[config.mk]
export PLATFORM = sky130hd
export DESIGN_NAME = rgba_alpha_blend_pixel
export DESIGN_NICKNAME = d
export VERILOG_FILES = /design/src/rtl/rgbab_pkg.sv /design/src/rtl/rgbab_unpack.sv /design/src/rtl/rgbab_mix_lane.sv /design/src/rtl/rgba_alpha_blend_pixel.sv
export VERILOG_INCLUDE_DIRS = /design/src /design/src/rtl
export SDC_FILE = /design/constraint.sdc
export NUM_CORES = 1
export LEC_CHECK = 0
export BUFFER_PORTS_ARGS = -buffer_cell sky130_fd_sc_hd__buf_4
export CORE_AREA = 2 2 273 194
export CTS_BUF_LIST = sky130_fd_sc_hd__clkbuf_8
export CTS_CLUSTER_DIAMETER = 100
export DETAILED_ROUTE_END_ITERATION = 10
export DIE_AREA = 0 0 275 196
export HOLD_SLACK_MARGIN = 0.05
export PLACE_DENSITY = 0.73
export SYNTH_ARGS = -nofsm -noshare
export SYNTH_HDL_FRONTEND = slang
export SYNTH_SLANG_ARGS = --single-unit
[constraint.sdc]
create_clock -name clock -period 6 [get_ports clock]
set_input_delay 0.9 -clock clock [delete_from_list [all_inputs] [get_ports clock]]
set_output_delay 0.9 -clock clock [all_outputs]
set_load 0.02 [all_outputs]
[src/rtl/rgba_alpha_blend_pixel_assert.svh]
// Assertion macros for the pixel blend pipeline.
// Included by the top level; no other dependencies.
`ifndef RGBA_ALPHA_BLEND_PIXEL_ASSERT_SVH
`define RGBA_ALPHA_BLEND_PIXEL_ASSERT_SVH
`ifndef SYNTHESIS
`define RGBAB_ASSERT_IMPL(lbl, clk, rst, ante, cons) \
   lbl: assert property (@(posedge clk) disable iff (rst) (ante) |-> (cons)) \
      else $error("rgbab assertion failed");
`define RGBAB_ASSERT_NEXT(lbl, clk, rst, ante, cons) \
   lbl: assert property (@(posedge clk) disable iff (rst) (ante) |=> (cons)) \
      else $error("rgbab assertion failed");
`else
`define RGBAB_ASSERT_IMPL(lbl, clk, rst, ante, cons)
`define RGBAB_ASSERT_NEXT(lbl, clk, rst, ante, cons)
`endif
`endif

[src/rtl/rgbab_pkg.sv]
// Shared types, register codes and byte helpers for the pixel blend pipeline.
// No dependencies.
package rgbab_pkg;

   typedef logic [1:0] byte_pos_type;
   typedef logic [7:0] chan_map_type;
   typedef logic [2:0] csr_index_type;

   typedef struct packed {
      logic load1;
      logic load2;
      logic load3;
      logic load4;
   } stage_en_type;

   localparam csr_index_type CSR_SRC_MAP       = 3'd0;
   localparam csr_index_type CSR_SRC_HAS_ALPHA = 3'd1;
   localparam csr_index_type CSR_DST_MAP       = 3'd2;
   localparam csr_index_type CSR_DST_HAS_ALPHA = 3'd3;
   localparam csr_index_type CSR_BLEND_ENABLE  = 3'd4;

   localparam chan_map_type MAP_RESET    = 8'd228;
   localparam logic [7:0]   ALPHA_OPAQUE = 8'd255;

   function automatic logic [7:0] pick_byte(input logic [31:0] word, input byte_pos_type pos);
      logic [31:0] sh;
      sh = word >> {pos, 3'b000};
      return sh[7:0];
   endfunction

   function automatic logic [31:0] place_byte(input logic [7:0] value, input byte_pos_type pos);
      return {24'd0, value} << {pos, 3'b000};
   endfunction

endpackage

[src/rtl/rgbab_unpack.sv]
// Stage 1: picks colour and alpha bytes out of the source and backdrop words.
// Depends on rgbab_pkg.
module rgbab_unpack (
   input  logic                  clock,
   input  rgbab_pkg::stage_en_type en,
   input  rgbab_pkg::chan_map_type src_map,
   input  logic                  src_has_alpha,
   input  rgbab_pkg::chan_map_type dst_map,
   input  logic [31:0]           source_word,
   input  logic [31:0]           backdrop_word,
   output logic [7:0]            alpha,
   output logic [7:0]            src_r,
   output logic [7:0]            src_g,
   output logic [7:0]            src_b,
   output logic [7:0]            dst_r,
   output logic [7:0]            dst_g,
   output logic [7:0]            dst_b,
   output logic [31:0]           src_word
);
   import rgbab_pkg::*;

   logic [7:0]  alpha_ff, alpha_in;
   logic [7:0]  src_r_ff, src_g_ff, src_b_ff;
   logic [7:0]  dst_r_ff, dst_g_ff, dst_b_ff;
   logic [31:0] src_word_ff;

   assign alpha_in = src_has_alpha ? pick_byte(source_word, src_map[7:6]) : ALPHA_OPAQUE;

   always_ff @(posedge clock) begin
      if (en.load1) begin
         alpha_ff    <= alpha_in;
         src_r_ff    <= pick_byte(source_word, src_map[1:0]);
         src_g_ff    <= pick_byte(source_word, src_map[3:2]);
         src_b_ff    <= pick_byte(source_word, src_map[5:4]);
         dst_r_ff    <= pick_byte(backdrop_word, dst_map[1:0]);
         dst_g_ff    <= pick_byte(backdrop_word, dst_map[3:2]);
         dst_b_ff    <= pick_byte(backdrop_word, dst_map[5:4]);
         src_word_ff <= source_word;
      end
   end

   assign alpha    = alpha_ff;
   assign src_r    = src_r_ff;
   assign src_g    = src_g_ff;
   assign src_b    = src_b_ff;
   assign dst_r    = dst_r_ff;
   assign dst_g    = dst_g_ff;
   assign dst_b    = dst_b_ff;
   assign src_word = src_word_ff;

endmodule

[src/rtl/rgbab_mix_lane.sv]
// Stages 2 and 3 of one colour lane: weighted sum, then exact divide by 255.
// Depends on rgbab_pkg.
module rgbab_mix_lane (
   input  logic                    clock,
   input  rgbab_pkg::stage_en_type en,
   input  logic [7:0]              alpha,
   input  logic [7:0]              src_c,
   input  logic [7:0]              dst_c,
   output logic [7:0]              mixed
);
   import rgbab_pkg::*;

   logic [15:0] sum_ff, sum_in;
   logic [7:0]  mixed_ff;
   logic [15:0] prod_s, prod_d;
   logic [15:0] div_acc;
   logic [7:0]  inv_alpha;

   assign inv_alpha = ALPHA_OPAQUE - alpha;
   assign prod_s    = {8'd0, alpha} * {8'd0, src_c};
   assign prod_d    = {8'd0, inv_alpha} * {8'd0, dst_c};
   assign sum_in    = prod_s + prod_d;

   // x/255 == (x + 1 + (x >> 8)) >> 8 for x below 65535
   assign div_acc = sum_ff + 16'd1 + {8'd0, sum_ff[15:8]};

   always_ff @(posedge clock) begin
      if (en.load2) begin
         sum_ff <= sum_in;
      end
      if (en.load3) begin
         mixed_ff <= div_acc[15:8];
      end
   end

   assign mixed = mixed_ff;

endmodule

[src/rtl/rgba_alpha_blend_pixel.sv]
// Top level of the RGBA8888 "over" blend pipeline: config registers, stall
// control, repacking and output register. Depends on rgbab_pkg, rgbab_unpack,
// rgbab_mix_lane and rgba_alpha_blend_pixel_assert.svh.
//
// Four-stage pipeline: unpack, multiply-add, divide by 255, repack. A word is
// accepted every cycle while rsp_ready is high; a stall on the result side holds
// every full stage in place, while empty stages still take words. Configuration
// is applied live and must only be written when idle.
module rgba_alpha_blend_pixel (
   input  logic                     clock,
   input  logic                     reset,
   input  logic                     req_valid,
   output logic                     req_ready,
   input  logic [31:0]              req_source_word,
   input  logic [31:0]              req_backdrop_word,
   output logic                     rsp_valid,
   input  logic                     rsp_ready,
   output logic [31:0]              rsp_blended_word,
   input  logic                     csr_valid,
   output logic                     csr_ready,
   input  rgbab_pkg::csr_index_type csr_index,
   input  logic [7:0]               csr_wdata
);
   import rgbab_pkg::*;
`include "rgba_alpha_blend_pixel_assert.svh"

   chan_map_type src_map_ff, dst_map_ff;
   logic         src_alpha_ff, dst_alpha_ff, blend_en_ff;

   logic v1_ff, v2_ff, v3_ff, v4_ff;
   logic take1, take2, take3, take4;
   stage_en_type en;

   logic [7:0]  a1, sr1, sg1, sb1, dr1, dg1, db1;
   logic [31:0] src1;
   logic [7:0]  a2_ff, a3_ff;
   logic [31:0] src2_ff, src3_ff;
   logic [7:0]  r3, g3, b3;
   logic [31:0] packed_word;
   logic [31:0] word_ff, word_in;

   assign csr_ready = 1'b1;

   always_ff @(posedge clock) begin
      if (reset) begin
         src_map_ff   <= MAP_RESET;
         src_alpha_ff <= 1'b1;
         dst_map_ff   <= MAP_RESET;
         dst_alpha_ff <= 1'b1;
         blend_en_ff  <= 1'b1;
      end else if (csr_valid) begin
         unique case (csr_index)
            CSR_SRC_MAP:       src_map_ff   <= csr_wdata;
            CSR_SRC_HAS_ALPHA: src_alpha_ff <= csr_wdata[0];
            CSR_DST_MAP:       dst_map_ff   <= csr_wdata;
            CSR_DST_HAS_ALPHA: dst_alpha_ff <= csr_wdata[0];
            CSR_BLEND_ENABLE:  blend_en_ff  <= csr_wdata[0];
            default: ;
         endcase
      end
   end

   // stall chain: a stage takes a new word when empty or when it moves on
   assign take4 = !v4_ff || rsp_ready;
   assign take3 = !v3_ff || take4;
   assign take2 = !v2_ff || take3;
   assign take1 = !v1_ff || take2;

   assign en.load1 = take1;
   assign en.load2 = take2;
   assign en.load3 = take3;
   assign en.load4 = take4;

   assign req_ready = take1;

   always_ff @(posedge clock) begin
      if (reset) begin
         v1_ff <= 1'b0;
         v2_ff <= 1'b0;
         v3_ff <= 1'b0;
         v4_ff <= 1'b0;
      end else begin
         if (take1) v1_ff <= req_valid;
         if (take2) v2_ff <= v1_ff;
         if (take3) v3_ff <= v2_ff;
         if (take4) v4_ff <= v3_ff;
      end
   end

   rgbab_unpack u_unpack (
      .clock         (clock),
      .en            (en),
      .src_map       (src_map_ff),
      .src_has_alpha (src_alpha_ff),
      .dst_map       (dst_map_ff),
      .source_word   (req_source_word),
      .backdrop_word (req_backdrop_word),
      .alpha         (a1),
      .src_r         (sr1),
      .src_g         (sg1),
      .src_b         (sb1),
      .dst_r         (dr1),
      .dst_g         (dg1),
      .dst_b         (db1),
      .src_word      (src1)
   );

   rgbab_mix_lane u_lane_r (
      .clock (clock), .en (en), .alpha (a1), .src_c (sr1), .dst_c (dr1), .mixed (r3)
   );
   rgbab_mix_lane u_lane_g (
      .clock (clock), .en (en), .alpha (a1), .src_c (sg1), .dst_c (dg1), .mixed (g3)
   );
   rgbab_mix_lane u_lane_b (
      .clock (clock), .en (en), .alpha (a1), .src_c (sb1), .dst_c (db1), .mixed (b3)
   );

   always_ff @(posedge clock) begin
      if (take2) begin
         a2_ff   <= a1;
         src2_ff <= src1;
      end
      if (take3) begin
         a3_ff   <= a2_ff;
         src3_ff <= src2_ff;
      end
   end

   assign packed_word = place_byte(b3, dst_map_ff[5:4])
                      | place_byte(r3, dst_map_ff[1:0])
                      | place_byte(g3, dst_map_ff[3:2])
                      | (dst_alpha_ff ? place_byte(a3_ff, dst_map_ff[7:6]) : 32'd0);

   assign word_in = blend_en_ff ? packed_word : src3_ff;

   always_ff @(posedge clock) begin
      if (en.load4) begin
         word_ff <= word_in;
      end
   end

   assign rsp_valid        = v4_ff;
   assign rsp_blended_word = word_ff;

   `RGBAB_ASSERT_IMPL(a_ready_only_when_full, clock, reset, !req_ready,
      v1_ff && v2_ff && v3_ff && v4_ff)
   `RGBAB_ASSERT_NEXT(a_stage3_reaches_out, clock, reset, v3_ff && take4, v4_ff)
   `RGBAB_ASSERT_NEXT(a_copy_passes_source, clock, reset, v3_ff && take4 && !blend_en_ff,
      rsp_blended_word == $past(src3_ff))

endmodule
==> run_results.csv <==
group,metric,value,unit
yosys,synth_warnings,0,
timing,period_share,0.949,
yosys,yosysUniqueCellTypes,51,
timing,rsz0062_at_grt,"no",
yosys,synth_top_area_share,0.322,
yosys,synthTopCellsByArea,"edfxtp_1, fa_1, ha_1",
timing,tightest_slew,1240,ps
clock_tree,cts_buffer_depth,3,
detailed_routing,wirelength,64.1,mm
placement,place_inst,2958,
clock_tree,hold_buffers,0,
placement,place_ws,160,ps
timing,setup_viol,0,
final_layout,fin_nets,2902,
detailed_routing,first_iter_violations,1594,
timing,period_needed,5690,ps
timing,finalSetupTns,0,ps
yosys,synth_largest_area_cell,"edfxtp_1",
die,die_x,275,um
clock_tree,cts_tree,"done",
timing,fin_skew,35.7,ps
die,die_area,0.0539,mm^2
clock_tree,cts-resized-gates,0,
worst_setup_path,crit_path_end_kind,"register",
timing,max_slew_margin,0.173,
placement,numPortBuffers,113,
placement,hpwl,49.8,mm
clock_tree,path_clk_slew,60,ps
placement,routabilityCongestion,0.905,
yosys,syn_inst,2201,
yosys,ys_seq_elements,295,
worst_setup_path,cp.arrival,6040,ps
yosys,async_flop_share,0,
yosys,syn_area,0.0254,mm^2
die,coreArea,0.0515,mm^2
detailed_routing,drt_pass1_iterations,6,
yosys,synth_ff_type,"edfxtp_1",
die,boundaryPins,115,
grt,grt_max_degree,73,
timing,fin_ws,308,ps
clock_tree,cts_sinks,295,
final_layout,multi_input_area,0.0149,mm^2
grt,grt_pass1_wl,101,mm
timing,drv_slew,0,
flow_run,maxCapViolCount,0,
clock_tree,numCtsBuffers,48,
grt,grt_use_total,0.247,
clock_tree,ctsHtreeMaxLevel,2,
final_layout,fill_cells,4347,
detailed_routing,vias,16739,
detailed_routing,wl_per_cell,21.0,um
final_layout,layout.area.seq,0.00863,mm^2
yosys,syn_area_per_cell,11.5,um^2
grt,first_global_vias,17657,
die,start_util,0.493,
final_layout,drive_gt1_frac,0.122,
worst_setup_path,crit_fanout,18,
hold_path,holdCritPathClass,"reg2reg",
run_status,outcome,"finished, final reports clean",
die,die_height,196,um
timing,finalHoldViolCount,0,
clock_tree,cts-root-buf,"clkbuf_8",
timing,hold_slack,409,ps
worst_setup_path,critPathKind,"reg2reg",
clock_tree,insertion_delay,620,ps
grt,antenna_found_initial,2,
worst_setup_path,startpoint_type,"register",
timing,fmax,0.176,GHz
grt,grt-ovfl-total,0,
yosys,yosysMostFrequentCell,"inv_1",
final_layout,areaGrowthSynthToFinish,10.7,%
yosys,synthTopCellsByCount,"inv_1, fa_1, edfxtp_1, ha_1, nor2b_1",
detailed_routing,ant_nets,0,
clock_tree,cts_setup_buffers,0,
yosys,synth_edf_count,272,
worst_setup_path,required,6350,ps
detailed_routing,drc,0,
yosys,ys_seq_area_frac,0.340,
die,rows,70,
detailed_routing,via_per_inst,5.48,
final_layout,stdcell_count,3052,
metrics by stage:
stage                util  area, um^2
detailed placement  0.526       27100
floorplan               -       25400
finish              0.545       28100
global placement    0.526       27100
CTS                 0.545       28100
global route        0.545       28100
cell type report:
type | count | share of cell area
Clock buffer | 48 | 0.0235
Inverter | 420 | 0.0562
Sequential cell | 295 | 0.307
Tap cell | 684 | 0.0305
Timing Repair Buffer | 150 | 0.0419
Multi-Input combinational cell | 1412 | 0.530
Clock inverter | 42 | 0.0107
Antenna cell | 1 | 0.0000891
path summary, 6_finish.rpt:
| kind | endpoint | slack (ps) | from | cells after the start |
|---|---|---|---|---|
| worst max register to register | u_lane_r.sum_ff[15] | 310 | u_unpack.alpha[5] | 19 |
| worst min-delay path | src2_ff[23] | 410 | u_unpack.src_word[23] | 0 |
| worst max-delay path | u_lane_r.sum_ff[15] | 310 | u_unpack.alpha[5] | 19 |
| worst min register to register | src2_ff[23] | 410 | u_unpack.src_word[23] | 0 |
worst max-delay path: stages, from the launching register on:
cell      delay, ps
edfxtp_1        380
buf_4           200
buf_4           230
and2_1          180
fa_1            530
inv_1            50
fa_1            460
fa_1            530
inv_1            60
fa_1            490
fa_1            500
inv_1            50
fa_1            480
inv_1            50
ha_1            340
and3_1          200
a31oi_1         310
nand2_1         100
a31oi_1         210
xnor2_1          90
state kept, by name, indices dropped and copies added, names as in the netlist, 16 cells and up:
| signal | flops |
|---|---|
| u_lane_r.sum_ff | 16 |
| src2_ff | 32 |
| u_unpack.src_word | 32 |
| u_lane_g.sum_ff | 16 |
| u_lane_b.sum_ff | 16 |
| rsp_blended_word | 32 |
| src3_ff | 32 |
routing by layer:
metal	share of wire	vias up	GRT usage
met5	0.00011	-	0
met4	0.028	2	0.0733
met3	0.097	118	0.0666
met2	0.44	697	0.360
met1	0.43	8455	0.361
li1	-	7467	-
kinds of logic (layout without fill, tap and decap cells):
| group | count (synthesis) | after routing | share of synthesized area |
|---|---|---|---|
| AO/OA/AOI/OAI | 212 | 212 | 0.0578 |
| XOR/XNOR | 68 | 68 | 0.0235 |
| adder cells (fa/ha/maj) | 495 | 495 | 0.329 |
| buffers and inverters | 496 | 660 | 0.0739 |
| flip-flops | 295 | 295 | 0.340 |
| multiplexers | 75 | 75 | 0.0574 |
| other | 2 | 5 | 0.000296 |
| AND/OR/NAND/NOR | 558 | 558 | 0.118 |
cells in the final DEF (no fill, tap or decap), types with 3 or more instances in the layout:
cell | synthesis | final
o21a_1 | 11 | 11
mux4_2 | 56 | 56
clkinv_2 | 0 | 13
dfxtp_1 | 23 | 22
nand2_1 | 121 | 119
and3_1 | 5 | 5
nand4_1 | 3 | 3
a31oi_1 | 6 | 6
clkbuf_8 | 0 | 48
a22o_1 | 32 | 32
a211o_1 | 4 | 4
mux2i_1 | 16 | 16
inv_1 | 420 | 426
bufinv_16 | 0 | 3
o211ai_1 | 5 | 5
a21o_1 | 10 | 10
fa_1 | 288 | 288
a21oi_1 | 65 | 65
nor2b_1 | 144 | 144
buf_12 | 0 | 4
conb_1 | 2 | 4
edfxtp_1 | 272 | 272
a221oi_1 | 32 | 32
nand2b_1 | 67 | 67
nand3_1 | 9 | 9
nor2_1 | 82 | 82
clkinv_1 | 0 | 14
and2_1 | 113 | 113
a211oi_1 | 9 | 9
xor2_1 | 19 | 19
buf_4 | 1 | 146
ha_1 | 207 | 207
nor3_1 | 4 | 4
o21ai_1 | 3 | 3
xnor2_1 | 49 | 49
mux2_2 | 3 | 3
o21bai_1 | 3 | 3
o21ai_0 | 23 | 23
Power is left out: the tool's default activity adds up to more than one toggle a clock period on the data nets, which glitch-free logic cannot reach.
